## src/rtl/thick_line_quad_setup_assert.svh

```systemverilog
// Assertion macros shared by the line setup RTL.
`ifndef THICK_LINE_QUAD_SETUP_ASSERT_SVH
`define THICK_LINE_QUAD_SETUP_ASSERT_SVH

// Check a property on every clock edge outside reset.
`define TLQS_ASSERT(lbl, clk, rst_n, prop, msg) \
    lbl: assert property (@(posedge clk) disable iff (!rst_n) (prop)) else $error(msg);

// Check that a condition in one cycle implies another in the next cycle.
`define TLQS_ASSERT_NEXT(lbl, clk, rst_n, cond, nxt, msg) \
    lbl: assert property (@(posedge clk) disable iff (!rst_n) (cond) |=> (nxt)) else $error(msg);

`endif

```

## src/rtl/tlqs_pkg.sv

```systemverilog
package tlqs_pkg;

    localparam int MAG_W       = 16;              // normalized delta magnitude
    localparam int THICK_W     = 12;              // thickness, unsigned Q8.4
    localparam int SQ_W        = 2 * MAG_W;       // one squared magnitude
    localparam int RAD_SHIFT   = 16;              // radicand scale
    localparam int RAD_W       = 50;              // radicand, even width
    localparam int ROOT_W      = 25;              // rounded root
    localparam int UNIT_SHIFT  = 23;              // numerator scale of the unit vector
    localparam int NUM_W       = 40;              // divider numerator
    localparam int QUO_W       = 16;              // divider quotient
    localparam int UNIT_W      = 15;              // saturated unit magnitude
    localparam int UNIT_MAX    = 32767;
    localparam int PROD_W      = UNIT_W + THICK_W;
    localparam int OFF_SHIFT   = 16;
    localparam int OFF_MAG_W   = PROD_W - OFF_SHIFT;
    localparam int OFF_W       = OFF_MAG_W + 2;   // signed offset, Q.4

    typedef logic [MAG_W-1:0]  t_mag;
    typedef logic [ROOT_W-1:0] t_root;

endpackage

```

## src/rtl/tlqs_div.sv

```systemverilog
module tlqs_div #(
    parameter int LANES = 2,
    parameter int TAG_W = 1
) (
    input  logic                                    i_clk,
    input  logic                                    i_rst_n,
    input  logic                                    i_en,
    input  logic                                    i_vld,
    input  logic [LANES-1:0][tlqs_pkg::NUM_W-1:0]   i_num,
    input  tlqs_pkg::t_root                         i_den,
    input  logic [TAG_W-1:0]                        i_tag,
    output logic                                    o_vld,
    output logic [LANES-1:0][tlqs_pkg::QUO_W-1:0]   o_quo,
    output logic [TAG_W-1:0]                        o_tag
);

    localparam int NW = tlqs_pkg::NUM_W;
    localparam int QW = tlqs_pkg::QUO_W;
    localparam int DW = tlqs_pkg::ROOT_W;

    logic                          r_vld [QW];
    logic [LANES-1:0][NW-1:0]      r_rem [QW];
    logic [LANES-1:0][QW-1:0]      r_quo [QW];
    logic [DW-1:0]                 r_den [QW];
    logic [TAG_W-1:0]              r_tag [QW];

    // Restoring division, one quotient bit per stage, highest first.
    for (genvar k = 0; k < QW; k++) begin : g_stage
        logic                     v_in;
        logic [LANES-1:0][NW-1:0] rem_in;
        logic [LANES-1:0][QW-1:0] quo_in;
        logic [DW-1:0]            den_in;
        logic [TAG_W-1:0]         tag_in;
        logic [NW:0]              dsh;
        logic [LANES-1:0][NW-1:0] n_rem;
        logic [LANES-1:0][QW-1:0] n_quo;

        if (k == 0) begin : g_first
            assign v_in   = i_vld;
            assign rem_in = i_num;
            assign quo_in = '0;
            assign den_in = i_den;
            assign tag_in = i_tag;
        end else begin : g_next
            assign v_in   = r_vld[k-1];
            assign rem_in = r_rem[k-1];
            assign quo_in = r_quo[k-1];
            assign den_in = r_den[k-1];
            assign tag_in = r_tag[k-1];
        end

        assign dsh = (NW + 1)'(den_in) << (QW - 1 - k);

        always_comb begin
            n_rem = rem_in;
            n_quo = quo_in;
            for (int l = 0; l < LANES; l++) begin
                if ({1'b0, rem_in[l]} >= dsh) begin
                    n_rem[l]         = NW'({1'b0, rem_in[l]} - dsh);
                    n_quo[l][QW-1-k] = 1'b1;
                end
            end
        end

        always_ff @(posedge i_clk) begin
            if (!i_rst_n) begin
                r_vld[k] <= 1'b0;
            end else if (i_en) begin
                r_vld[k] <= v_in;
            end
        end

        always_ff @(posedge i_clk) begin
            if (i_en) begin
                r_rem[k] <= n_rem;
                r_quo[k] <= n_quo;
                r_den[k] <= den_in;
                r_tag[k] <= tag_in;
            end
        end
    end

    assign o_vld = r_vld[QW-1];
    assign o_quo = r_quo[QW-1];
    assign o_tag = r_tag[QW-1];

endmodule

```

## config.mk

```make
export PLATFORM = sky130hd
export DESIGN_NAME = tlqs_div
export DESIGN_NICKNAME = d
export VERILOG_FILES = /design/src/rtl/thick_line_quad_setup_assert.svh /design/src/rtl/tlqs_pkg.sv /design/src/rtl/tlqs_div.sv
export SDC_FILE = /design/constraint.sdc
export NUM_CORES = 2
export LEC_CHECK = 0
export CORE_MARGIN = 2
export CORE_UTILIZATION = 46
export CTS_CLUSTER_SIZE = 40
export DETAILED_ROUTE_END_ITERATION = 10
export DONT_BUFFER_PORTS = 1
export PLACE_DENSITY = 0.68
export SLEW_MARGIN = 25
export SYNTH_ARGS = -nofsm -noshare
export SYNTH_HDL_FRONTEND = slang
export SYNTH_SLANG_ARGS = --single-unit
```

## constraint.sdc

```tcl
create_clock -name i_clk -period 3.89 [get_ports i_clk]
set_clock_uncertainty 0.1 [all_clocks]
set_input_delay 0.778 -clock i_clk [delete_from_list [all_inputs] [get_ports i_clk]]
set_output_delay 0.778 -clock i_clk [all_outputs]
set_load 0.005 [all_outputs]
```

After elaboration in Yosys (flattened, before gate mapping) --
Memories as Yosys holds them, arrays and structs flattened. Index checks and enable logic that the tools add are counted.
Cells by class: $add $sub $neg 32, bitwise operators 16, magnitude comparators 32, muxes and demuxes 85
Operator list (count):
- 40-bit two-way mux | 32
- 40-bit by 25-bit greater-or-equal comparator with 1-bit output | 2
- 40-bit by 26-bit greater-or-equal comparator with 1-bit output | 2
- 40-bit by 27-bit greater-or-equal comparator with 1-bit output | 2
- 40-bit by 28-bit greater-or-equal comparator with 1-bit output | 2
- 40-bit by 29-bit greater-or-equal comparator with 1-bit output | 2
- 40-bit by 30-bit greater-or-equal comparator with 1-bit output | 2
- 40-bit by 31-bit greater-or-equal comparator with 1-bit output | 2
- 40-bit by 32-bit greater-or-equal comparator with 1-bit output | 2
- 40-bit by 33-bit greater-or-equal comparator with 1-bit output | 2
- 40-bit by 34-bit greater-or-equal comparator with 1-bit output | 2
- 40-bit by 35-bit greater-or-equal comparator with 1-bit output | 2
- 40-bit by 36-bit greater-or-equal comparator with 1-bit output | 2
- 40-bit by 37-bit greater-or-equal comparator with 1-bit output | 2
- 40-bit by 38-bit greater-or-equal comparator with 1-bit output | 2
- 40-bit by 39-bit greater-or-equal comparator with 1-bit output | 2
- 40-bit greater-or-equal comparator | 2
- 40-bit by 25-bit subtractor with 40-bit output | 2
- 40-bit by 26-bit subtractor with 40-bit output | 2
- 40-bit by 27-bit subtractor with 40-bit output | 2
- 40-bit by 28-bit subtractor with 40-bit output | 2
- 40-bit by 29-bit subtractor with 40-bit output | 2
- 40-bit by 30-bit subtractor with 40-bit output | 2
- 40-bit by 31-bit subtractor with 40-bit output | 2
- 11 further kinds | 87
Storage, ports and cells: input bits 110, word-level logic and storage cells 170, memories 5, register bits 0, output and inout bits 34, memory bits (writable) 2224
Memories:
- r_rem | words 16, bits a word 80, rd ports 15, clocked after memory_dff 0, write ports 16, RTL line tlqs_div.sv:22 | logic [LANES-1:0][NW-1:0] r_rem [QW];
- r_quo | words 16, bits a word 32, rd ports 16, clocked after memory_dff 0, write ports 16, RTL line tlqs_div.sv:23 | logic [LANES-1:0][QW-1:0] r_quo [QW];
- r_den | words 16, bits a word 25, rd ports 15, clocked after memory_dff 0, write ports 16, RTL line tlqs_div.sv:24 | logic [DW-1:0] r_den [QW];
- r_tag | words 16, bits a word 1, rd ports 16, clocked after memory_dff 0, write ports 16, RTL line tlqs_div.sv:25 | logic [TAG_W-1:0] r_tag [QW];
- r_vld | words 16, bits a word 1, rd ports 16, clocked after memory_dff 0, write ports 16, RTL line tlqs_div.sv:21 | logic r_vld [QW];

Depth between registers and ports, before layout --
depth after elaboration 4, depth in mapped cells 16, gate-level depth less buffers 15

Worst setup path after synthesis --
No wires, ideal clock.
path type input port to flip-flop, from input i_den[9], to memory r_rem[0][32] in the netlist's numbering (data pin), stages 13, required time 3528 ps, arrival 3254 ps, setup time 262 ps, slack 273 ps, path buffers 2, path through inv_1 ha_1 and3_1 a221o_1 a21o_1 a211oi_1 o21ai_1 a221oi_1 o21ai_1 a21o_1 buf_2 buf_2 mux2_1
RTL lines:
- start, declared | RTL line tlqs_div.sv:10 | input tlqs_pkg::t_root i_den,
- end, declared | RTL line tlqs_div.sv:22

==> flow_metrics.tcl <==
set metrics [dict create \
    fin_nets 11630 \
    post-place-ws_ns -0.9668 \
    cts-root-buf "clkbuf_16" \
    synth-simple-area-share_pct 12.05 \
    die-area_sq_um 241900 \
    startpoint_type "register" \
    critPathKind "register to register" \
    r2r_cells 15 \
    syn-cell-area_sq_um 109500 \
    multiInputGateArea_sq_um 50430 \
    yosysSeqAreaShare_pct 51.53 \
    worstHoldStart "i_num[59]" \
    synth-compound-area-share_pct 15.44 \
    grt_overflow 0 \
    min_path_type "input pin to register" \
    cellPowerDensity_nw_per_um2 766.8 \
    peakVddDrop_mv 0.4332 \
    synth_cells 9915 \
    synth_top_family_by_area "compound AO/OA/AOI/OAI gates" \
    cp_max_fo 3 \
    place_area_sq_um 118400 \
    maxCapViolations 0 \
    fin_crit_sh_pct 98.39 \
    wl_per_cell_um 22.99 \
    design_area_sq_um 127300 \
    synth_edf_count 1878 \
    startpoint "r_rem[1][85]" \
    avgSynthCellArea_sq_um 11.04 \
    start_util_pct 46.16 \
    fin_crit_ns 3.827 \
    die_h_um 491.8 \
    num_vias 79760 \
    cp_slowest_stage_delay_ns 0.56 \
    routed_via_density 5.681 \
    antenna_found_initial 10 \
    setup_viol 0 \
    track_usage_pct 26.03 \
    synth_ff_type "edfxtp_1" \
    cp_slowest_cell "or4b_4" \
    holdPathEnd "r_rem[0][59]" \
    arrival_ns 4.34 \
    power_leakage_uw 0.05050 \
    hold_viol_final 0 \
    clock.fmax_ghz 0.2613 \
    ctsLongestPathBuffers 3 \
    end_kind "register" \
    rr_startpoint "r_rem[1][85]" \
    critPathRequiredTime_ns 4.41 \
    max_slew_margin_pct 34.91 \
    ff_latch_area_sq_um 56410 \
    setup_slack_ns 0.06281 \
    routed_wl_um 322700 \
    syn_to_final_growth_pct 16.30 \
    cts_tree "done" \
    syn_nets 10860 \
    grt_pass1_vias 80630 \
    cts_sinks 1879 \
    clkLatencyLatePin_ns 0.90 \
    finalMaxSlewViolations 0 \
    hpwlAfterDp_um 257200 \
    ioPinCount 144 \
    drtPass1Iterations 8 \
    cts.htree.levels 4 \
    ys_seq_elements 1879 \
    synth_cell_type_count 110 \
    run_status "finished, final reports clean" \
    drive_gt1_share_pct 12.83 \
    hold_slack_ns 0.05804 \
    yosysWarnings 0 \
    drt_iter0_drc 5832 \
    r2r_slack_ns 0.06 \
    path_cells "inv_1, ha_1, inv_1, fa_2, a211oi_2, o21bai_2, o2111ai_1, buf_4, a211oi_2, o41ai_4, o21ai_2, o21ba_2, or4b_4, nor3_2, xor2_1" \
    muxShareOfSynthArea_pct 1.785 \
    grt_start_max_net_pins 233 \
    hold_path_depth 1 \
    grt_pass1_wl_um 479300 \
    portBuffers 0 \
    yosys.area_share.adder_pct 9.692 \
    rsz0062_at_grt "true" \
    antenna_left 0 \
    rows 179 \
    core-area_sq_um 237200 \
    path_clk_slew_ns 0.06 \
    fillers 20270 \
    worst_pin_slew_ns 0.9764 \
    ys_async_sr_fraction_pct 0 \
    numCtsBuffers 205 \
    synth-xor-area-share_pct 6.488 \
    gp_congestion 0.9794 \
    r2r-end "r_rem[1][199]" \
    die_x_um 491.8 \
    post-route-drc-count 0 \
]
-- sequential cells by signal (all words and copies together) (netlist names) --
signal  count
r_tag      16
r_vld      16
r_quo     272
r_rem    1200
r_den     375
-- where the power goes --
group	total [uW]	leakage (uW)	internal, uW	switching (uW)
Clock	20500	0.00344	12000	8420
Sequential	34000	0.0182	29900	4140
Combinational	43200	0.0289	18900	24200
-- how the worst max path moves through the flow --
stage                                to  slack (ns)  cells after the start
final                     r_rem[1][199]        0.06                     15
after global routing      r_rem[1][195]       -0.03                     15
after CTS                 r_rem[1][199]      0.0003                     15
after detailed placement   r_rem[0][18]       -0.97                      7
after global placement    r_rem[1][552]       -0.61                      3
after floorplan            r_rem[0][32]        0.27                     13
-- cell usage after synthesis, types with 109 or more instances --
library cell | instances | area (sq um)
clkbuf_1 | 147 | 551.8
edfxtp_1 | 1878 | 56390
o21a_1 | 112 | 840.8
xnor2_1 | 453 | 3968
xor2_1 | 358 | 3136
nor2b_1 | 128 | 800.8
nor3_1 | 172 | 860.8
ha_1 | 800 | 10010
nand2b_1 | 140 | 875.8
nor2_1 | 686 | 2575
nand3_1 | 188 | 940.9
a21o_1 | 388 | 2913
o21ai_0 | 617 | 3088
nand4_1 | 109 | 681.9
inv_1 | 641 | 2406
a21oi_1 | 817 | 4089
mux2_2 | 154 | 1734
nand2_1 | 778 | 2920
-- cell type report --
| cell class | instances | area share [%] |
|---|---|---|
| antenna | 4 | 0.007862 |
| clock buffer | 237 | 4.124 |
| clock inverter | 147 | 1.532 |
| inverter | 643 | 1.899 |
| multi-input combinational | 7177 | 39.61 |
| sequential | 1879 | 44.31 |
| tap | 3167 | 3.112 |
| timing repair buffer | 784 | 5.406 |
-- cells by family (layout without fill, tap and decap cells) --
kind of cell	after synthesis	count (layout)
other	0	4
and+or+nand+nor	2699	2699
muxes	175	175
adders and majority gates	830	830
buffers and inverters	859	1811
AOI/OAI and AO/OA	2662	2662
xor gates and xnor gates	811	811
DFF	1879	1879
-- routing by layer --
metal | track usage [%] | up-vias | routed length, um
met5 | 0 | - | 12
met4 | 13.73 | 2 | 19430
met3 | 2.852 | 704 | 11550
met2 | 48.44 | 2019 | 167700
met1 | 29.00 | 38540 | 124000
li1 | - | 38490 | -
-- cells in the final DEF (no fill, tap or decap), drive strengths merged, types with 35 or more instances in the layout --
master and count:
nor4 101, a21oi 819, dlygate4sd3 80, nor2 686, nand2 778, nand3 188
o21bai 86, xnor2 453, buf 702, nor3 177, nand4 109, nor2b 129
ha 800, a211oi 88, mux2 162, o21a 112, nand2b 140, a2111oi 35
a21o 388, or3 69, clkinv 95, xor2 358, edfxtp 1878, a31oi 88
clkbuf 238, o31ai 74, o211ai 36, o21ai 655, and3 94, inv 644
-- critical path, delay by kind of cell, from the launching register on --
family,cells,cell delay (ns)
XOR/XNOR,1,0.08
AO/OA/AOI/OAI,7,1.46
adder cells (fa/ha/maj),2,0.54
flip-flops,1,0.40
AND/OR/NAND/NOR,2,0.70
buffers and inverters,3,0.31
-- per-stage QoR --
step	utilization [%]	cells	TNS, ns	power, uW
floorplan	-	9915	0	61040
global placement	49.83	13530	-291.06	75570
detailed placement	49.94	13540	-150.08	76250
CTS	53.40	14010	0	97290
global route	53.68	14040	-0.1001	103400
finish	53.68	14040	0	97630
-- what timing repair did --
item	CTS	global route
hold endpoints to repair	131	0
endpoints found under the setup margin	163	374
gates cloned	1	1
resized for setup	20	99
buffers inserted	6	21
pin swaps	6	14
hold buffers	82	0
No activity file was read; power rests on OpenSTA's default activity.
