[config.mk]
export PLATFORM = sky130hd
export DESIGN_NAME = tlqs_sqrt
export DESIGN_NICKNAME = d
export VERILOG_FILES = /design/src/rtl/thick_line_quad_setup_assert.svh /design/src/rtl/tlqs_pkg.sv /design/src/rtl/tlqs_sqrt.sv
export SDC_FILE = /design/constraint.sdc
export NUM_CORES = 2
export LEC_CHECK = 0
export BUFFER_PORTS_ARGS = -buffer_cell sky130_fd_sc_hd__buf_2
export CORE_MARGIN = 2
export CORE_UTILIZATION = 50
export CTS_CLUSTER_DIAMETER = 100
export CTS_CLUSTER_SIZE = 30
export DETAILED_ROUTE_END_ITERATION = 8
export PLACE_DENSITY = 0.65
export SETUP_SLACK_MARGIN = 0.4
export SLEW_MARGIN = 20
export SYNTH_ARGS = -nofsm -noshare
export SYNTH_HDL_FRONTEND = slang
export SYNTH_SLANG_ARGS = --single-unit
export TNS_END_PERCENT = 1
[constraint.sdc]
create_clock -name i_clk -period 4.7 [get_ports i_clk]
set_input_delay 0.235 -clock i_clk [delete_from_list [all_inputs] [get_ports i_clk]]
set_output_delay 0.235 -clock i_clk [all_outputs]
set_load 0.01 [all_outputs]
[src/rtl/thick_line_quad_setup_assert.svh]
// Assertion macros shared by the line setup RTL.
`ifndef THICK_LINE_QUAD_SETUP_ASSERT_SVH
`define THICK_LINE_QUAD_SETUP_ASSERT_SVH

// Check a property on every clock edge outside reset.
`define TLQS_ASSERT(lbl, clk, rst_n, prop, msg) \
    lbl: assert property (@(posedge clk) disable iff (!rst_n) (prop)) else $error(msg);

// Check that a condition in one cycle implies another in the next cycle.
`define TLQS_ASSERT_NEXT(lbl, clk, rst_n, cond, nxt, msg) \
    lbl: assert property (@(posedge clk) disable iff (!rst_n) (cond) |=> (nxt)) else $error(msg);

`endif

[src/rtl/tlqs_pkg.sv]
package tlqs_pkg;

    localparam int MAG_W       = 16;              // normalized delta magnitude
    localparam int THICK_W     = 12;              // thickness, unsigned Q8.4
    localparam int SQ_W        = 2 * MAG_W;       // one squared magnitude
    localparam int RAD_SHIFT   = 16;              // radicand scale
    localparam int RAD_W       = 50;              // radicand, even width
    localparam int ROOT_W      = 25;              // rounded root
    localparam int UNIT_SHIFT  = 23;              // numerator scale of the unit vector
    localparam int NUM_W       = 40;              // divider numerator
    localparam int QUO_W       = 16;              // divider quotient
    localparam int UNIT_W      = 15;              // saturated unit magnitude
    localparam int UNIT_MAX    = 32767;
    localparam int PROD_W      = UNIT_W + THICK_W;
    localparam int OFF_SHIFT   = 16;
    localparam int OFF_MAG_W   = PROD_W - OFF_SHIFT;
    localparam int OFF_W       = OFF_MAG_W + 2;   // signed offset, Q.4

    typedef logic [MAG_W-1:0]  t_mag;
    typedef logic [ROOT_W-1:0] t_root;

endpackage

[src/rtl/tlqs_sqrt.sv]
module tlqs_sqrt #(
    parameter int TAG_W = 1
) (
    input  logic                        i_clk,
    input  logic                        i_rst_n,
    input  logic                        i_en,
    input  logic                        i_vld,
    input  logic [tlqs_pkg::RAD_W-1:0]  i_rad,
    input  logic [TAG_W-1:0]            i_tag,
    output logic                        o_vld,
    output tlqs_pkg::t_root             o_root,
    output logic [TAG_W-1:0]            o_tag
);

    localparam int RW = tlqs_pkg::RAD_W;
    localparam int NI = RW / 2;

    logic          r_vld [NI];
    logic [RW-1:0] r_n   [NI];
    logic [RW-1:0] r_r   [NI];
    logic [TAG_W-1:0] r_tag [NI];

    logic             r_out_vld;
    tlqs_pkg::t_root  r_root;
    logic [TAG_W-1:0] r_out_tag;

    // One bit of the root per stage, from one bit pair of the radicand, highest first.
    for (genvar k = 0; k < NI; k++) begin : g_stage
        logic          v_in;
        logic [RW-1:0] n_in;
        logic [RW-1:0] r_in;
        logic [TAG_W-1:0] tag_in;
        logic [RW-1:0] bitv;
        logic [RW-1:0] sum;
        logic [RW-1:0] n_n;
        logic [RW-1:0] n_r;

        if (k == 0) begin : g_first
            assign v_in   = i_vld;
            assign n_in   = i_rad;
            assign r_in   = '0;
            assign tag_in = i_tag;
        end else begin : g_next
            assign v_in   = r_vld[k-1];
            assign n_in   = r_n[k-1];
            assign r_in   = r_r[k-1];
            assign tag_in = r_tag[k-1];
        end

        assign bitv = RW'(1) << (2 * (NI - 1 - k));
        assign sum  = r_in + bitv;

        always_comb begin
            if (n_in >= sum) begin
                n_n = n_in - sum;
                n_r = (r_in >> 1) + bitv;
            end else begin
                n_n = n_in;
                n_r = r_in >> 1;
            end
        end

        always_ff @(posedge i_clk) begin
            if (!i_rst_n) begin
                r_vld[k] <= 1'b0;
            end else if (i_en) begin
                r_vld[k] <= v_in;
            end
        end

        always_ff @(posedge i_clk) begin
            if (i_en) begin
                r_n[k]   <= n_n;
                r_r[k]   <= n_r;
                r_tag[k] <= tag_in;
            end
        end
    end

    // Round to nearest: bump the root when the remainder exceeds it.
    always_ff @(posedge i_clk) begin
        if (!i_rst_n) begin
            r_out_vld <= 1'b0;
        end else if (i_en) begin
            r_out_vld <= r_vld[NI-1];
        end
    end

    always_ff @(posedge i_clk) begin
        if (i_en) begin
            r_root    <= (r_n[NI-1] > r_r[NI-1]) ? tlqs_pkg::ROOT_W'(r_r[NI-1] + RW'(1))
                                                 : tlqs_pkg::ROOT_W'(r_r[NI-1]);
            r_out_tag <= r_tag[NI-1];
        end
    end

    assign o_vld  = r_out_vld;
    assign o_root = r_root;
    assign o_tag  = r_out_tag;

endmodule

# Word-level counts from Yosys, hierarchy flattened
# Memory sizes are Yosys's and may differ from the RTL's. A register that Yosys moved wholly into a read port is not among the register bits.
# Cells that the tools add are included.
classes:
  n_addsub: 74
  n_reduce_logical: 1
  magnitude_cmp: 26
  bitwise_logic: 25
  muxes: 81
ops:
  columns: ["cell", "count"]
  rows:
  - ["50-bit 2-to-1 mux", 49]
  - ["50-bit greater-or-equal comparator", 24]
  - ["50-bit subtractor", 24]
  - ["49-bit by 1-bit adder with 50-bit output (second input constant)", 1]
  - ["49-bit by 11-bit adder with 50-bit output (second input constant)", 1]
  - ["49-bit by 13-bit adder with 50-bit output (second input constant)", 1]
  - ["49-bit by 15-bit adder with 50-bit output (second input constant)", 1]
  - ["49-bit by 17-bit adder with 50-bit output (second input constant)", 1]
  - ["49-bit by 19-bit adder with 50-bit output (second input constant)", 1]
  - ["49-bit by 21-bit adder with 50-bit output (second input constant)", 1]
  - ["49-bit by 23-bit adder with 50-bit output (second input constant)", 1]
  - ["49-bit by 25-bit adder with 50-bit output (second input constant)", 1]
  - ["49-bit by 27-bit adder with 50-bit output (second input constant)", 1]
  - ["49-bit by 29-bit adder with 50-bit output (second input constant)", 1]
  - ["49-bit by 3-bit adder with 50-bit output (second input constant)", 1]
  - ["49-bit by 31-bit adder with 50-bit output (second input constant)", 1]
  - ["49-bit by 33-bit adder with 50-bit output (second input constant)", 1]
  - ["49-bit by 35-bit adder with 50-bit output (second input constant)", 1]
  - ["49-bit by 37-bit adder with 50-bit output (second input constant)", 1]
  - ["49-bit by 39-bit adder with 50-bit output (second input constant)", 1]
  - ["49-bit by 41-bit adder with 50-bit output (second input constant)", 1]
  - ["49-bit by 43-bit adder with 50-bit output (second input constant)", 1]
  - ["49-bit by 45-bit adder with 50-bit output (second input constant)", 1]
  - ["49-bit by 47-bit adder with 50-bit output (second input constant)", 1]
  - ["36 further kinds", 89]
word_totals:
  word_cells: 212
  inputBits: 55
  mem_count: 4
  mem_bits_rw: 2550
  output_inout_bits: 27
  reg_bits: 25
memory_table:
  columns: ["name", "depth", "word_bits", "rd", "rd_ports_with_merged_regs", "wr", "line_no", "text"]
  rows:
  - ["r_n", 25, 50, 25, 0, 25, "tlqs_sqrt.sv:19", "logic [RW-1:0] r_n [NI];"]
  - ["r_r", 25, 50, 25, 0, 25, "tlqs_sqrt.sv:20", "logic [RW-1:0] r_r [NI];"]
  - ["r_tag", 25, 1, 25, 1, 25, "tlqs_sqrt.sv:21", "logic [TAG_W-1:0] r_tag [NI];"]
  - ["r_vld", 25, 1, 25, 1, 25, "tlqs_sqrt.sv:18", "logic r_vld [NI];"]

# Logic depth before layout (Yosys ltp)
depth:
  word_depth: 4
  depth_mapped: 14
  mapped_depth_nobuf: 12

# Worst setup path after synthesis
# No wires, ideal clock.
synth_path:
  path_kind: "flip-flop to flip-flop"
  startpoint: "memory r_n[21][37] (netlist bit)"
  endpoint: "memory r_n[22][7] (netlist bit), data pin"
  arrival_time_ps: 3368
  path_slack_ps: 1079
  stages_incl_launch_ff: 13
  required_ps: 4446
  synth_period_minus_slack_ps: 3621
  setup_ps: 254
  n_path_buf: 2
  cell_sequence: "edfxtp_1 > or4_4 > or3_1 > or4_4 > or4_4 > or3_1 > or2_1 > nor3_4 > inv_2 > buf_6 > buf_6 > nor2_1 > nor2_1"
synth_rtl:
  columns: ["item", "line_no"]
  rows:
  - ["start: declaration", "tlqs_sqrt.sv:19"]

==> impl.org <==
** Power
- Power share of the combinational group :: 22.1%
- Summed over all nets, the switching power comes to 10.5 mW.
- Power spread over the standard cell area amounts to 418 mW/mm².
- The design draws 35.4 mW.
- Of the total power, the clock network draws 21.3%.
- Cell internal power was estimated by the tool at 24.8 mW.
- Per report_power, the sequential group accounts for 56.6% of the total.
- Leakage power summed over all cells :: 31.6 nW
- Net Sw Frac :: 29.8%
- IR analysis of the VDD net gives a maximum drop of 0.322 mV.

** Floorplanning
- The die is 401 µm wide.
- Number of top-level pins :: 82
- Starting density of the core :: 50.4%
- The initialized floorplan defines 145 standard-cell rows.
- The die is 401 µm tall.
- In this run the standard cell core region covers 0.156 mm².
- The die covers 0.161 mm².

** STA
- Final hold violation count :: 0
- Share of the clock period used by the worst path after layout :: 91.9%
- Final hold slack :: 193 ps
- Max Transition Viols Final :: 0
- Measured against its own limit, the worst slew margin works out to 23.6%.
- Transition at the pin with the smallest max-transition slack :: 1140 ps
- After routing, the total negative slack on setup checks comes to 0 ps.
- Counting I/O delays and the setup requirement, the final critical path takes 4320 ps.
- Count of final setup violators :: 0
- Setup repair after global routing could not meet its margin everywhere.
- Timing would allow up to 0.232 GHz.
- Final clock skew :: 55.3 ps

** Setup path
- Data required time of the critical path :: 5160 ps
- WP data arrival :: 4780 ps
- Launch point of the worst reg-to-reg path :: r_n[23][27]
- In this run the worst setup path begins at r_n[23][27].
- The slowest stage of the critical path is the sky130_fd_sc_hd__nor4_1 cell.
- R2R Path End :: r_n[24][36]
- Highest net fanout along the worst path :: 9
- The number of cells on the worst reg-to-reg path is 9.
- Worst setup slack for register-to-register paths :: 380 ps
- Cell with the most instances on the worst path :: sky130_fd_sc_hd__nor4_1
- Counting both buffers and inverters, the worst setup path holds a total of 0.
- Critical path launch point type :: register
- The worst setup path is captured at a register.
- Traced cell by cell, the critical path runs through or3_1 > nor4_1 > nand3_1 > o41ai_2 > nor4_1 > a211oi_1 > nand3_1 > nor4_1 > xor2_1.
- On the critical path the largest part of the delay comes from simple AND/OR/NAND/NOR gates.
- The critical path is of the register to register type.
- Delay contributed by the slowest stage of the critical path :: 680 ps

** Routing
- Count of antenna-violating nets left after detailed routing :: 0
- In the routed design, unresolved DRC markers number 0.
- Post-detailed-route wirelength per cell :: 20.1 µm
- Wirelength, routed :: 170 mm
- Iteration-0 DRC count of the detailed router :: 4018
- The first TritonRoute pass finished after 6 iterations.
- The routed layout has 48.2k vias.
- Using the TritonRoute via totals, the vias-per-cell ratio works out to 5.72.

** GRT
- The number of global-route vias before repair is 46.7k.
- Global routing finished with a remaining overflow of 0.
- Entering global routing, the biggest net connects 173 pins.
- The initial antenna violation count is 2.
- Global-route wire length before repair :: 265 mm
- For this run, the total global-route usage over all layers was measured as 20.8%.

** Cells and area
- Antenna cells :: 0
- Synth-to-layout area growth :: 7.40%
- Cells with a size suffix above 1 make up 5.20% of the layout.
- Most frequent cells in the layout :: 1650 x sky130_fd_sc_hd__edfxtp_1, 454 x sky130_fd_sc_hd__inv_1, 420 x sky130_fd_sc_hd__nor2_1, 401 x sky130_fd_sc_hd__nand2_1, 374 x sky130_fd_sc_hd__ha_1
- Leaving out fill and tap cells, the most frequent cell in the layout is sky130_fd_sc_hd__edfxtp_1.
- Cells fill 54.1% of the core in the end.
- At the end of the flow, the number of nets in the layout was 6773.

** Yosys
- The number of nets handed over by synthesis was 6642.
- Cell type with the highest aggregate area in the netlist :: sky130_fd_sc_hd__edfxtp_1
- Most instantiated flip-flop cell in the synthesis netlist :: sky130_fd_sc_hd__edfxtp_1
- Sequential cells were found to cover 63.0% of the synthesized design area.
- Synthesis produced a netlist whose cell count is 6213.
- Counting flops with a built-in enable in the synthesized netlist gives 1650.
- In the synthesized netlist the async set-or-reset flop fraction comes to 0%.
- Synthesis inferred 1652 register bits.
- Yosys printed 0 warnings.
- In this run, distinct cell masters in the synthesized netlist total 87.
- In this run the mean area of a mapped cell was 12.7 µm².
- Area share of the largest cell type after synthesis :: 62.9%
- After synthesis the cells add up to 0.0787 mm².
- By area the synthesized netlist is led by sky130_fd_sc_hd__edfxtp_1 63%, sky130_fd_sc_hd__ha_1 5.9%, sky130_fd_sc_hd__xnor2_1 3.5%, sky130_fd_sc_hd__xor2_1 3.0%, sky130_fd_sc_hd__a21oi_1 2.3%.

** CTS
- TritonCTS clock tree :: yes
- The later pin in the worst-skew pair is clocked with a latency of 720 ps.
- The tree is rooted in a sky130_fd_sc_hd__clkbuf_16.
- Clock edge transition at the registers on the reported setup and hold paths :: 120 ps
- Maximum count of clock buffers along a single path :: 3
- Maximum level of the CTS H-tree :: 3
- Counting every sink on the clock net gives 1652.
- The number of setup buffers added after CTS is 0.
- Counting the buffers created by CTS gives 69.

** Run status
- Outcome :: finished clean

** Job
- Total of max-cap violations :: 0

** Worst hold path
- The worst hold path was traced through 2 stages.
- Min-Delay Endpoint :: r_n[0][44]
- The worst hold path begins at i_rad[44].
- The worst hold path belongs to the class primary input to register.

** Place
- At the end of routability-driven placement, the weighted congestion stood at 0.902.
- Detailed placement HPWL :: 128 mm
- In this run the tool buffered the top-level ports with 81 buffer cells.
## cell type report
type                       count  area [µm²]
inverter                     456        1710
clock buffer                  70        1730
sequential                  1652       49600
fill                       13100       71800
clock inverter                26         452
tap                         2058        2570
timing repair buffer         186        1490
multi-input combinational   3979       27000
## Yosys cell counts, drive strengths merged, types with 19 or more instances
master / n
nand2: 401
a31oi: 33
inv: 455
nand3b: 30
o211ai: 19
nor4b: 23
and3: 47
or3: 58
and4: 19
nor2: 420
nor2b: 52
clkbuf: 109
o21bai: 19
o31ai: 29
or4: 47
nor3: 177
nand2b: 69
o21a: 92
nand3: 83
nor4: 207
o21ai: 279
a21oi: 357
mux2: 46
xor2: 272
xnor2: 311
a211oi: 27
nand4: 99
a21o: 140
edfxtp: 1650
ha: 374
or2: 28
## registers in the layout, indices dropped and copies added, names as in the netlist
register,cells
r_tag,25
r_n,1250
r_vld,25
o_tag,1
o_root,25
o_vld,1
r_r,325
## kinds of logic after synthesis
kind of cell / Yosys count / share of synthesized area [%]
AND/OR/NAND/NOR: 1826 / 11.9
adder cells (fa/ha/maj): 374 / 5.94
AO/OA/AOI/OAI: 1138 / 9.02
multiplexers: 58 / 0.810
flip-flops: 1652 / 63.0
XOR/XNOR: 583 / 6.48
buffers and inverters: 582 / 2.83
## timing repair
action                     in CTS  in global routing
hold endpoints to repair       56                  0
resized for setup               1                  2
hold buffers                   55                  0
setup endpoints to repair       4                 24
cloned                          0                  0
## layer usage
| metal | vias up | wire, µm | GRT usage (%) |
|---|---|---|---|
| met5 | - | 0 | 0 |
| met4 | 0 | 3530 | 5.20 |
| met3 | 176 | 6400 | 1.76 |
| met2 | 950 | 84300 | 36.2 |
| met1 | 23700 | 75400 | 28.3 |
| li1 | 23300 | - | - |
## per-stage QoR
stage / setup WS (ps) / std cells / instance area [µm²]
floorplan: 1080 / 6213 / 78700
global placement: 367 / 8275 / 81800
detailed placement: 291 / 8275 / 81800
CTS: 459 / 8426 / 84600
global route: 289 / 8427 / 84600
finish: 380 / 8427 / 84600
## power by group through the flow
stage / Sequential [mW] / Combinational [mW] / Clock (mW)
6_report: 20.0 / 7.81 / 7.54
5_1_grt: 20.2 / 8.73 / 8.25
4_1_cts: 20.0 / 7.77 / 7.80
3_5_place_dp: 20.4 / 7.68 / 0
3_3_place_gp: 20.4 / 7.59 / 0
2_1_floorplan: 19.7 / 5.72 / 0
## how the worst max path moves through the flow
stage / end / slack [ps] / cells past startpoint
floorplan: r_n[22][7] / 1080 / 12
global placement: r_n[24][44] / 370 / 10
detailed placement: r_n[24][36] / 290 / 9
CTS: r_n[24][36] / 460 / 9
global route: r_n[24][36] / 290 / 10
finish: r_n[24][36] / 380 / 9
Note: power is estimated with default switching activity, not from simulation.
