--- src/rtl/thick_line_quad_setup_assert.svh ---
// Assertion macros shared by the line setup RTL.
`ifndef THICK_LINE_QUAD_SETUP_ASSERT_SVH
`define THICK_LINE_QUAD_SETUP_ASSERT_SVH

// Check a property on every clock edge outside reset.
`define TLQS_ASSERT(lbl, clk, rst_n, prop, msg) \
    lbl: assert property (@(posedge clk) disable iff (!rst_n) (prop)) else $error(msg);

// Check that a condition in one cycle implies another in the next cycle.
`define TLQS_ASSERT_NEXT(lbl, clk, rst_n, cond, nxt, msg) \
    lbl: assert property (@(posedge clk) disable iff (!rst_n) (cond) |=> (nxt)) else $error(msg);

`endif

--- src/rtl/tlqs_skid.sv ---
`include "thick_line_quad_setup_assert.svh"

module tlqs_skid #(
    parameter int W = 8
) (
    input  logic         i_clk,
    input  logic         i_rst_n,
    input  logic         i_vld,
    input  logic [W-1:0] i_data,
    output logic         o_rdy,
    output logic         o_vld,
    output logic [W-1:0] o_data,
    input  logic         i_rdy
);

    logic         r_out_vld;
    logic [W-1:0] r_out;
    logic         r_skid_vld;
    logic [W-1:0] r_skid;

    assign o_rdy  = !r_skid_vld;
    assign o_vld  = r_out_vld;
    assign o_data = r_out;

    always_ff @(posedge i_clk) begin
        if (!i_rst_n) begin
            r_out_vld  <= 1'b0;
            r_skid_vld <= 1'b0;
        end else if (!r_skid_vld) begin
            if (!r_out_vld || i_rdy) begin
                r_out_vld <= i_vld;
            end else if (i_vld) begin
                r_skid_vld <= 1'b1;
            end
        end else if (i_rdy) begin
            r_out_vld  <= 1'b1;
            r_skid_vld <= 1'b0;
        end
    end

    always_ff @(posedge i_clk) begin
        if (!r_skid_vld) begin
            if (!r_out_vld || i_rdy) begin
                r_out <= i_data;
            end else begin
                r_skid <= i_data;
            end
        end else if (i_rdy) begin
            r_out <= r_skid;
        end
    end

    `TLQS_ASSERT(a_skid_behind_out, i_clk, i_rst_n, r_skid_vld |-> r_out_vld, "orphan skid")
    `TLQS_ASSERT_NEXT(a_skid_holds, i_clk, i_rst_n, r_skid_vld && !i_rdy, r_skid_vld, "skid lost")
    `TLQS_ASSERT_NEXT(a_out_holds, i_clk, i_rst_n, r_out_vld && !i_rdy, r_out_vld, "output lost")

endmodule
--- config.mk ---
export PLATFORM = sky130hd
export DESIGN_NAME = tlqs_skid
export DESIGN_NICKNAME = d
export VERILOG_FILES = /design/src/rtl/tlqs_skid.sv
export VERILOG_INCLUDE_DIRS = /design/src /design/src/rtl
export SDC_FILE = /design/constraint.sdc
export NUM_CORES = 1
export LEC_CHECK = 0
export BUFFER_PORTS_ARGS = -buffer_cell sky130_fd_sc_hd__buf_2
export CORE_MARGIN = 2
export CORE_UTILIZATION = 50
export CTS_CLUSTER_DIAMETER = 80
export DETAILED_ROUTE_END_ITERATION = 8
export PLACE_DENSITY = 0.78
export SYNTH_ARGS = -nofsm -noshare
export SYNTH_HDL_FRONTEND = slang
export SYNTH_SLANG_ARGS = --single-unit
--- constraint.sdc ---
create_clock -name i_clk -period 2.8 [get_ports i_clk]
set_clock_uncertainty 0.15 [all_clocks]
set_input_delay 0.56 -clock i_clk [delete_from_list [all_inputs] [get_ports i_clk]]
set_output_delay 0.56 -clock i_clk [all_outputs]
set_load 0.03 [all_outputs]
## Word level (Yosys, flattened, before mapping)

Cells that the tools add are included.

| cells by class | value |
|---|---|
| eq/ne operators | 1 |
| add/sub/neg operators | 0 |
| div/mod/pow operators | 0 |
| multiply operators | 0 |
| shift operators | 0 |
| reductions and logical operators | 6 |
| bitwise operators | 2 |
| mux-type cells | 10 |
| order comparisons | 0 |

Operators by type and width:

| kind | number |
|---|---|
| two-way mux 8 bit | 3 |
| two-way mux 1 bit | 7 |
| AND reduction 2 bit | 2 |
| logical NOT 1 bit | 2 |
| inequality test 2 bit, second input constant | 1 |
| inverter 1 bit | 2 |
| nonzero test 2 bit | 1 |
| logical OR 1 bit | 1 |

| word-level totals | value |
|---|---|
| memories kept | 0 |
| bits in latches | 0 |
| RAM bits | 0 |
| ROM bits | 0 |
| register bits after elaboration | 18 |
| bits of input ports | 12 |
| logic and storage cells | 23 |

## Depth between registers and ports, before layout

Gate-level depths: netlist (run 1).

| logic depth | value |
|---|---|
| word-level depth | 4 |
| gate-level depth with buffers | 3 |

## Worst setup path after synthesis (run 1)

No wires, ideal clock.

| timing | value |
|---|---|
| path kind | flip-flop to flip-flop |
| start point | register r_out_vld (netlist: o_vld) |
| end point | register r_skid[0] (enable) |
| arrival time | 1259 ps |
| setup slack | 1006 ps |
| path buffers | 0 |
| cell stages (with the launch flop) | 2 |
| required time | 2265 ps |
| cells stage by stage | dfxtp_1 -> nor3b_1 |

| between the ends | value |
|---|---|
| word-level cells in the longest chain between the ends | 4 |

RTL lines:

| element | line | text |
|---|---|---|
| from (decl) | tlqs_skid.sv:16 | `logic r_out_vld;` |
| from (signal assigned) | tlqs_skid.sv:31 | `r_out_vld <= i_vld;` |
| logical NOT 1 bit | tlqs_skid.sv:43 | `if (!r_out_vld \|\| i_rdy) begin` |
| logical OR 1 bit | tlqs_skid.sv:43 |  |
| inverter 1 bit (no line) | n/a |  |
| AND reduction 2 bit (no line) | n/a |  |
| to (signal assigned) | tlqs_skid.sv:46 | `r_skid <= i_data;` |
| to (decl) | tlqs_skid.sv:19 | `logic [W-1:0] r_skid;` |

No other way between the ends.
A chain may end at the register's enable or synchronous reset.

## Worst setup path after layout (run 1)

| timing | value |
|---|---|
| start point | register r_skid_vld |
| end point | output port o_rdy |

| between the ends | value |
|---|---|
| word-level cells in the longest chain between the ends | 1 |

RTL lines:

| element | line | text |
|---|---|---|
| from (decl) | tlqs_skid.sv:18 | `logic r_skid_vld;` |
| from (signal assigned) | tlqs_skid.sv:28 | `r_skid_vld <= 1'b0;` |
| from (signal assigned) | tlqs_skid.sv:33 | `r_skid_vld <= 1'b1;` |
| from (signal assigned) | tlqs_skid.sv:37 | `r_skid_vld <= 1'b0;` |
| logical NOT 1 bit | n/a |  |
| to (decl) | tlqs_skid.sv:10 | `output logic o_rdy,` |

No other way between the ends.

==> flow_metrics.env, run 1 <==
export IMPL_status="completed"
export IMPL_grt_max_degree=15
export IMPL_die_area_mm2=0.00168
export IMPL_cts_tree="yes"
export IMPL_power_density_mw_per_mm2=612
export IMPL_maxCapViolCount=0
export IMPL_crit_path_max_incr_delay_ns=0.65
export IMPL_routed_wl_um=930
export IMPL_dieHeight_um=40.9
export IMPL_clock_sinks=18
export IMPL_crit_family="flip-flops"
export IMPL_start_util_pct=53.1
export IMPL_drtIter0Drc=4
export IMPL_ys_seq_area_share_pct=76.3
export IMPL_htree_num_levels=1
export IMPL_ir_worst_vdd_v=0.000336
export IMPL_slew_viol_final=0
export IMPL_synth_edf_count=16
export IMPL_postCtsSetupBuffers=0
export IMPL_overflow=0
export IMPL_antenna_cells=0
export IMPL_cp_depth=2
export IMPL_synth_ff_type="edfxtp_1"
export IMPL_ys_ff_latch=18
export IMPL_wl_per_cell_um=12.4
export IMPL_cts_made_buffers=3
export IMPL_final_hold_violation_count=0
export IMPL_fmax_ghz=0.524
export IMPL_grt_pass1_wl_um=1470
export IMPL_period_minus_slack_ns=1.91
export IMPL_cts_repair_resized=0
export IMPL_worst_pin_slew_ns=0.729
export IMPL_synth_top_area_share_pct=70.5
export IMPL_rr_worst_depth=2
export IMPL_crit_chain="inv_1 > buf_2"
export IMPL_boundaryPins=22
export IMPL_drive_gt1_share_pct=56.7
export IMPL_path_clk_slew_ns=0.10
export IMPL_grt_pass1_vias=329
export IMPL_grt_setup_unrepaired="no"
export IMPL_crit_type="reg -> out"
export IMPL_synth_nets=47
export IMPL_vias=373
export IMPL_synth_most_common_cell="edfxtp_1"
export IMPL_setup_tns_ns=0
export IMPL_area_growth_pct=21.5
export IMPL_crit_required_ns=2.09
export IMPL_yosysUniqueCellTypes=12
export IMPL_route_detailed_drc=0
export IMPL_crit_arrival_ns=1.20
export IMPL_root_buffer="clkbuf_4"
export IMPL_clk_latency_ns=0.28
export IMPL_hold_class="in -> reg"
export IMPL_critPathLaunchType="register"
export IMPL_hold_depth=1
export IMPL_avgSynthCellArea_um2=19.5
export IMPL_synth_area_leaders="edfxtp_1 70%, mux2_2 13%, dfxtp_1 5.9%"
export IMPL_grtUsageTotal_pct=14.3
export IMPL_crit_slowest_cell="dfxtp_1"
export IMPL_antenna_found_initial=0
export IMPL_setup_violations_final=0
export IMPL_yosys_area_top_type="edfxtp_1"
export IMPL_finalPower_mw=0.507
export IMPL_synth_area_um2=682
export IMPL_syn_inst=35
export IMPL_critPathMaxFanout=14
export IMPL_via_per_inst=4.97
export IMPL_critPathCaptureType="primary output"
export IMPL_cts_hold_buf=0
export IMPL_timing_slew_headroom_pct=51.3
export IMPL_fin_crit_sh_pct=68.1
export IMPL_core_area_mm2=0.00128
export IMPL_io_buffer_count=21
export IMPL_rows=13
export IMPL_power_leakage_nw=0.325
export IMPL_synthTopCellsByCount="16 x edfxtp_1, 8 x mux2_2, 2 x dfxtp_1"
export IMPL_final_util_pct=64.5
export IMPL_drt_antenna_violating_nets=0
export IMPL_fp_dieW_um=40.9
export IMPL_cts_path_max_buffers=2
export IMPL_final_net_count=73
export IMPL_worst_path_buf_inv=2
export IMPL_hpwlAfterDp_um=700
export IMPL_yosysWarnings=0
export IMPL_place_congestion=0.642
export IMPL_synthArstFlopShare_pct=0
export IMPL_drt_pass1_iter_count=3
==> final cells by class <==
| class | instances | area, um^2 |
|---|---|---|
| Sequential cell | 18 | 520 |
| Fill cell | 100 | 457 |
| Multi-Input combinational cell | 15 | 146 |
| Timing Repair Buffer | 22 | 113 |
| Clock buffer | 4 | 26.3 |
| Tap cell | 15 | 18.8 |
| Inverter | 1 | 3.75 |
==> sequential cells by signal, indices dropped and copies added, names as in the netlist <==
signal	cells
o_data	8
r_skid_vld	1
o_vld	1
r_skid	8
==> cell families after synthesis <==
kind of cell / count (synthesis) / synth area share, %
AO/OA/AOI/OAI: 3 / 2.94
buffers and inverters: 2 / 2.20
flip-flops: 18 / 76.3
multiplexers: 9 / 14.7
AND/OR/NAND/NOR: 3 / 3.85
==> where the power goes <==
group / switching, mW / leakage (nW) / internal [mW]
Combinational: 0.0386 / 0.138 / 0.0231
Sequential: 0.00561 / 0.173 / 0.310
Clock: 0.0742 / 0.0150 / 0.0553
==> layout by cell type, fill, tap and decap left out <==
cell type	instances
nor3b_1	1
a21boi_1	1
clkbuf_4	3
clkbuf_1	1
a21oi_1	1
nand2b_1	1
edfxtp_1	16
dfxtp_1	2
mux2_2	8
buf_4	1
o21bai_1	1
nor3b_2	1
mux2i_1	1
buf_2	21
inv_1	1
==> metal layers <==
| metal | vias to the layer above | wire length, um | GRT usage [%] |
|---|---|---|---|
| li1 | 185 | - | - |
| met4 | 0 | 0 | 7.50 |
| met2 | 16 | 461 | 20.7 |
| met1 | 172 | 407 | 18.9 |
| met5 | - | 0 | 0 |
| met3 | 0 | 61 | 4.89 |
==> metrics by stage <==
| step | worst slack [ns] | cells | instance area, um^2 | hold WS [ns] |
|---|---|---|---|---|
| finish | 0.892 | 75 | 828 | 0.311 |
| global route | 0.784 | 75 | 828 | 0.303 |
| CTS | 0.875 | 75 | 828 | 0.306 |
| detailed placement | 0.953 | 71 | 802 | 0.392 |
| global placement | 1.00 | 71 | 802 | 0.381 |
| floorplan | 1.01 | 35 | 682 | 0.373 |
==> path summary, 6_finish.rpt <==
check	start	to	slack, ns
setup / recovery	r_skid_vld$_SDFF_PN0_	o_rdy	0.89
setup reg to reg	r_skid_vld$_SDFF_PN0_	r_skid[0]$_DFFE_PP_	1.11
hold reg to reg	r_skid[2]$_DFFE_PP_	o_data[2]$_DFFE_PP_	0.42
hold / removal	i_data[7]	r_skid[7]$_DFFE_PP_	0.31
(Power assumes the default switching activity.)
==> run 2: changes to the inputs <==
--- a/config.mk
+++ b/config.mk
@@ -6,12 +6,13 @@
 export SDC_FILE = /design/constraint.sdc
 export NUM_CORES = 1
 export LEC_CHECK = 0
+export ABC_AREA = 1
 export BUFFER_PORTS_ARGS = -buffer_cell sky130_fd_sc_hd__buf_2
 export CORE_MARGIN = 2
-export CORE_UTILIZATION = 50
+export CORE_UTILIZATION = 42
 export CTS_CLUSTER_DIAMETER = 80
 export DETAILED_ROUTE_END_ITERATION = 8
-export PLACE_DENSITY = 0.78
+export PLACE_DENSITY = 0.69
 export SYNTH_ARGS = -nofsm -noshare
 export SYNTH_HDL_FRONTEND = slang
 export SYNTH_SLANG_ARGS = --single-unit
==> constraint.sdc (replaced) <==
create_clock -name i_clk -period 1.6 [get_ports i_clk]
set_clock_uncertainty 0.15 [all_clocks]
set_input_delay 0.32 -clock i_clk [delete_from_list [all_inputs] [get_ports i_clk]]
set_output_delay 0.32 -clock i_clk [all_outputs]
set_load 0.03 [all_outputs]
==> flow_metrics.env, run 2 <==
export IMPL_place_congestion=0.690
export IMPL_yosys_area_top_type="edfxtp_1"
export IMPL_grt_pass1_wl_um=1960
export IMPL_via_per_inst=4.48
export IMPL_critPathMaxFanout=6
export IMPL_rows=14
export IMPL_critPathCaptureType="primary output"
export IMPL_syn_inst=58
export IMPL_crit_arrival_ns=1.03
export IMPL_synth_nets=70
export IMPL_num_fill_cells=134
export IMPL_path_clk_slew_ns=0.10
export IMPL_multi_input_comb_area_um2=145
export IMPL_drtIter0Drc=2
export IMPL_avgSynthCellArea_um2=12.0
export IMPL_cts_tree="yes"
export IMPL_critPathCapture="o_rdy"
export IMPL_dieHeight_um=44.7
export IMPL_timing_rr_start="r_skid_vld$_SDFF_PN0_"
export IMPL_root_buffer="clkbuf_4"
export IMPL_fmax_ghz=0.667
export IMPL_final_hold_violation_count=0
export IMPL_overflow=0
export IMPL_final_util_pct=57.1
export IMPL_routed_wl_um=1110
export IMPL_timing_slew_headroom_pct=78.4
export IMPL_drive_gt1_share_pct=40.7
export IMPL_drt_antenna_violating_nets=0
export IMPL_die_area_mm2=0.00200
export IMPL_clock_sinks=18
export IMPL_grtUsageTotal_pct=13.8
export IMPL_boundaryPins=22
export IMPL_fp_dieW_um=44.7
export IMPL_rrSetupSlack_ns=0.34
export IMPL_synthTopCellsByCount="29 x nand2_1, 16 x edfxtp_1, 4 x inv_1"
export IMPL_route_detailed_drc=0
export IMPL_slew_viol_final=0
export IMPL_cts_path_max_buffers=2
export IMPL_synth_area_um2=696
export IMPL_worst_pin_slew_ns=0.324
export IMPL_crit_required_ns=1.13
export IMPL_setup_violations_final=0
export IMPL_fin_crit_sh_pct=93.6
export IMPL_synth_top_area_share_pct=69.1
export IMPL_maxCapViolCount=0
export IMPL_finalPower_mw=0.896
export IMPL_period_minus_slack_ns=1.50
export IMPL_core_area_mm2=0.00152
export IMPL_synth_most_common_cell="nand2_1"
export IMPL_yosysWarnings=0
export IMPL_io_buffer_count=21
export IMPL_final_area_um2=871
export IMPL_post_dp_cell_area_um2=832
export IMPL_r2r_end="o_data[1]$_DFFE_PP_"
export IMPL_antenna_found_initial=0
export IMPL_power_density_mw_per_mm2=1030
export IMPL_hold_class="in -> reg"
export IMPL_vias=457
export IMPL_layout_common_cells="29 x nand2_1, 21 x buf_2, 16 x edfxtp_1"
export IMPL_synth_edf_count=16
export IMPL_clk_latency_ns=0.28
export IMPL_grt_max_degree=11
export IMPL_drt_pass1_iter_count=2
export IMPL_final_net_count=99
export IMPL_setup_tns_ns=0
export IMPL_ys_seq_area_share_pct=74.8
export IMPL_rr_worst_depth=3
export IMPL_layout_commonest_cell="nand2_1"
export IMPL_status="completed"
export IMPL_grt_pass1_vias=488
export IMPL_crit_start="r_skid_vld$_SDFF_PN0_"
export IMPL_final_seq_area_um2=522
export IMPL_power_leakage_nw=0.412
export IMPL_start_util_pct=45.6
export IMPL_ir_worst_vdd_v=0.000462
export IMPL_yosysUniqueCellTypes=11
export IMPL_synth_ff_type="edfxtp_1"
export IMPL_ys_ff_latch=18
export IMPL_grt_setup_unrepaired="no"
export IMPL_cts_made_buffers=3
export IMPL_synth_area_leaders="edfxtp_1 69%, nand2_1 16%, dfxtp_1 5.8%"
export IMPL_htree_num_levels=1
export IMPL_wl_per_cell_um=10.9
export IMPL_area_growth_pct=25.2
export IMPL_critPathLaunchType="register"
export IMPL_synthArstFlopShare_pct=0
export IMPL_crit_type="reg -> out"
export IMPL_antenna_cells=0
==> run 2: changes by cell type in the layout (fill, tap and decap cells not counted), sizes merged, moves of 2 or more <==
cell | previous run | this run
buf | 22 | 25
inv | 1 | 4
mux2 | 8 | 0
nand2 | 0 | 31
nor2 | 0 | 2
nor3b | 2 | 0
==> run 2: power breakdown <==
part           switching (mW)  total [mW]  internal (mW)
clock                   0.127       0.223         0.0965
sequential            0.00778       0.552          0.544
combinational          0.0829       0.121         0.0380
total                   0.217       0.896          0.679
==> run 2: repair_timing <==
item                       CTS  global route
hold buffers                 0             0
buffers inserted             1             0
setup endpoints to repair    1             0
gates resized for setup      2             0
==> run 2: layer usage <==
layer  GRT usage (%)  up-vias  routed length (um)
met1            14.7      202                 463
li1                -      243                   -
met3            3.60        0                  53
met4            3.64        0                   0
met2            26.4       12                 592
met5               0        -                   0
==> run 2: critical path, stage by stage (launching register included) <==
cell and delay [ns]:
dfxtp_2 0.44, clkinvlp_4 0.13, buf_2 0.18
==> run 2: how the worst min path moves through the flow <==
stage | from | to | slack (ns) | depth (start not counted)
3_3_place_gp | r_skid[1]$_DFFE_PP_ | o_data[1]$_DFFE_PP_ | 0.35 | 2
6_report | i_data[2] | r_skid[2]$_DFFE_PP_ | 0.08 | 1
3_5_place_dp | r_skid[6]$_DFFE_PP_ | o_data[6]$_DFFE_PP_ | 0.36 | 2
2_1_floorplan | i_data[0] | r_skid[0]$_DFFE_PP_ | 0.27 | 0
4_1_cts | i_data[2] | r_skid[2]$_DFFE_PP_ | 0.07 | 1
5_1_grt | i_data[0] | r_skid[0]$_DFFE_PP_ | 0.06 | 1
==> run 2: logic make-up (layout without fill, tap and decap cells) <==
logic type             after synthesis  after routing  synth area share (%)
buffers and inverters                6             34                  4.32
AO/OA/AOI/OAI                        1              1                  1.26
flip-flops                          18             18                  74.8
AND/OR/NAND/NOR                     33             33                  19.6
==> run 2: metrics by stage <==
| step | worst slack (ns) | cells | hold WS [ns] |
|---|---|---|---|
| after floorplan | 0.0373 | 58 | 0.269 |
| after global placement | 0.216 | 97 | 0.351 |
| after detailed placement | 0.208 | 97 | 0.356 |
| final | 0.102 | 102 | 0.0768 |
| after CTS | 0.100 | 102 | 0.0695 |
| after global routing | 0.0570 | 102 | 0.0647 |
==> run 2: layout make-up <==
class	instances	share of cell area [%]
multi-input combinational	34	16.7
clock buffer	4	3.02
timing repair buffer	25	15.5
tap	16	2.30
sequential	18	59.9
inverter	5	2.59
==> run 3: changes to the inputs <==
--- a/config.mk
+++ b/config.mk
@@ -13,6 +13,7 @@
 export CTS_CLUSTER_DIAMETER = 80
 export DETAILED_ROUTE_END_ITERATION = 8
 export PLACE_DENSITY = 0.69
+export SETUP_SLACK_MARGIN = 0.15
 export SYNTH_ARGS = -nofsm -noshare
 export SYNTH_HDL_FRONTEND = slang
 export SYNTH_SLANG_ARGS = --single-unit
==> flow_metrics.env, run 3 (synthesized netlist as in run 2, its figures left out) <==
export IMPL_status="completed"
export IMPL_grt_pass1_vias=420
export IMPL_final_seq_area_um2=522
export IMPL_wl_per_cell_um=11.0
export IMPL_finalPower_mw=0.893
export IMPL_clk_latency_ns=0.28
export IMPL_fp_dieW_um=44.7
export IMPL_vias=470
export IMPL_setup_ws_ns=0.208
export IMPL_post_dp_cell_area_um2=827
export IMPL_final_util_pct=56.1
export IMPL_cts_made_buffers=3
export IMPL_worst_path_buf_inv=2
export IMPL_hold_depth=1
export IMPL_final_area_um2=855
export IMPL_drt_pass1_iter_count=4
export IMPL_start_util_pct=45.6
export IMPL_overflow=0
export IMPL_hpwlAfterDp_um=805
export IMPL_cts_tree="yes"
export IMPL_layout_common_cells="29 x nand2_1, 21 x buf_2, 16 x edfxtp_1"
export IMPL_antenna_found_initial=0
export IMPL_final_net_count=97
export IMPL_crit_path_max_incr_delay_ns=0.40
export IMPL_path_clk_slew_ns=0.10
export IMPL_crit_start="r_skid_vld$_SDFF_PN0_"
export IMPL_via_per_inst=4.70
export IMPL_multi_input_comb_area_um2=148
export IMPL_routed_wl_um=1100
export IMPL_grtUsageTotal_pct=12.6
export IMPL_setup_violations_final=0
export IMPL_place_congestion=0.723
export IMPL_crit_family="flip-flops"
export IMPL_rows=14
export IMPL_power_leakage_nw=0.402
export IMPL_grt_setup_unrepaired="no"
export IMPL_htree_num_levels=1
export IMPL_rr_worst_depth=2
export IMPL_crit_arrival_ns=0.92
export IMPL_fin_crit_sh_pct=87.0
export IMPL_setup_tns_ns=0
export IMPL_dieHeight_um=44.7
export IMPL_grt_pass1_wl_um=1760
export IMPL_boundaryPins=22
export IMPL_slew_viol_final=0
export IMPL_fmax_ghz=0.718
export IMPL_maxCapViolCount=0
export IMPL_period_minus_slack_ns=1.39
export IMPL_hold_class="in -> reg"
export IMPL_die_area_mm2=0.00200
export IMPL_drtIter0Drc=13
export IMPL_clock_sinks=18
export IMPL_critPathCaptureType="primary output"
export IMPL_min_from="i_data[4]"
export IMPL_io_buffer_count=21
export IMPL_ir_worst_vdd_v=0.000545
export IMPL_area_growth_pct=22.8
export IMPL_crit_required_ns=1.13
export IMPL_timing_rr_start="o_vld$_SDFFE_PN0P_"
export IMPL_drt_antenna_violating_nets=0
export IMPL_critPathMaxFanout=4
export IMPL_num_fill_cells=132
export IMPL_r2r_end="r_skid[1]$_DFFE_PP_"
export IMPL_critPathLaunchType="register"
export IMPL_final_hold_violation_count=0
export IMPL_fin_hold_ws_ns=0.0687
export IMPL_timing_slew_headroom_pct=72.2
export IMPL_stdcell_count=100
export IMPL_root_buffer="clkbuf_4"
export IMPL_core_area_mm2=0.00152
export IMPL_drive_gt1_share_pct=39.3
export IMPL_crit_chain="inv_1 > buf_2"
export IMPL_cts_path_max_buffers=2
export IMPL_rrSetupSlack_ns=0.31
export IMPL_crit_slowest_cell="dfxtp_2"
export IMPL_placedCellCount=96
export IMPL_grt_max_degree=11
export IMPL_worst_pin_slew_ns=0.416
export IMPL_route_detailed_drc=0
export IMPL_crit_type="reg -> out"
export IMPL_pre_cts_ws_ns=0.135
export IMPL_power_density_mw_per_mm2=1050
export IMPL_min_to="r_skid[4]$_DFFE_PP_"
export IMPL_layout_commonest_cell="nand2_1"
export IMPL_antenna_cells=0
[run 3: changes by cell type in the layout (fill, tap and decap cells not counted)]
cell        change
nor2_2          +1
clkbuf_1        -1
clkinvlp_4      -1
nor2_1          -1
buf_4           -2
clkinv_1        +1
inv_1           +1
[run 3: worst max path at each step]
| stage | slack, ns | depth (start not counted) | endpoint |
|---|---|---|---|
| finish | 0.21 | 2 | o_rdy |
| global route | 0.17 | 2 | o_rdy |
| CTS | 0.21 | 2 | o_rdy |
| detailed placement | 0.14 | 4 | r_skid[3]$_DFFE_PP_ |
| global placement | 0.16 | 4 | r_skid[1]$_DFFE_PP_ |
| floorplan | 0.18 | 2 | r_skid[0]$_DFFE_PP_ |
[run 3: power by group]
| part | internal [mW] | switching, mW | leakage [nW] |
|---|---|---|---|
| combinational | 0.0350 | 0.0816 | 0.213 |
| sequential | 0.544 | 0.00708 | 0.174 |
| clock | 0.0905 | 0.134 | 0.0154 |
[run 3: cell type report]
| cell class | count | share of cell area [%] |
|---|---|---|
| clock buffers | 3 | 2.64 |
| well taps | 16 | 2.34 |
| clock inverters | 1 | 0.439 |
| flip-flops and latches | 18 | 61.1 |
| inverters | 5 | 2.20 |
| repair buffers | 23 | 14.1 |
| multi-input cells | 34 | 17.3 |
[run 3: layer usage]
layer / part of all wire, % / vias up / wire length [um] / track usage (%)
li1: - / 240 / - / -
met1: 46 / 212 / 503 / 15.0
met2: 49 / 16 / 535 / 21.2
met3: 4.8 / 2 / 53 / 2.40
met4: 0.36 / 0 / 4 / 7.27
met5: 0 / - / 0 / 0
[run 3: what timing repair did]
action | 4_1_cts | 5_1_grt
setup endpoints to repair | 1 | 0
buffers inserted | 0 | 0
gates resized for setup | 1 | 0
hold buffers | 0 | 0
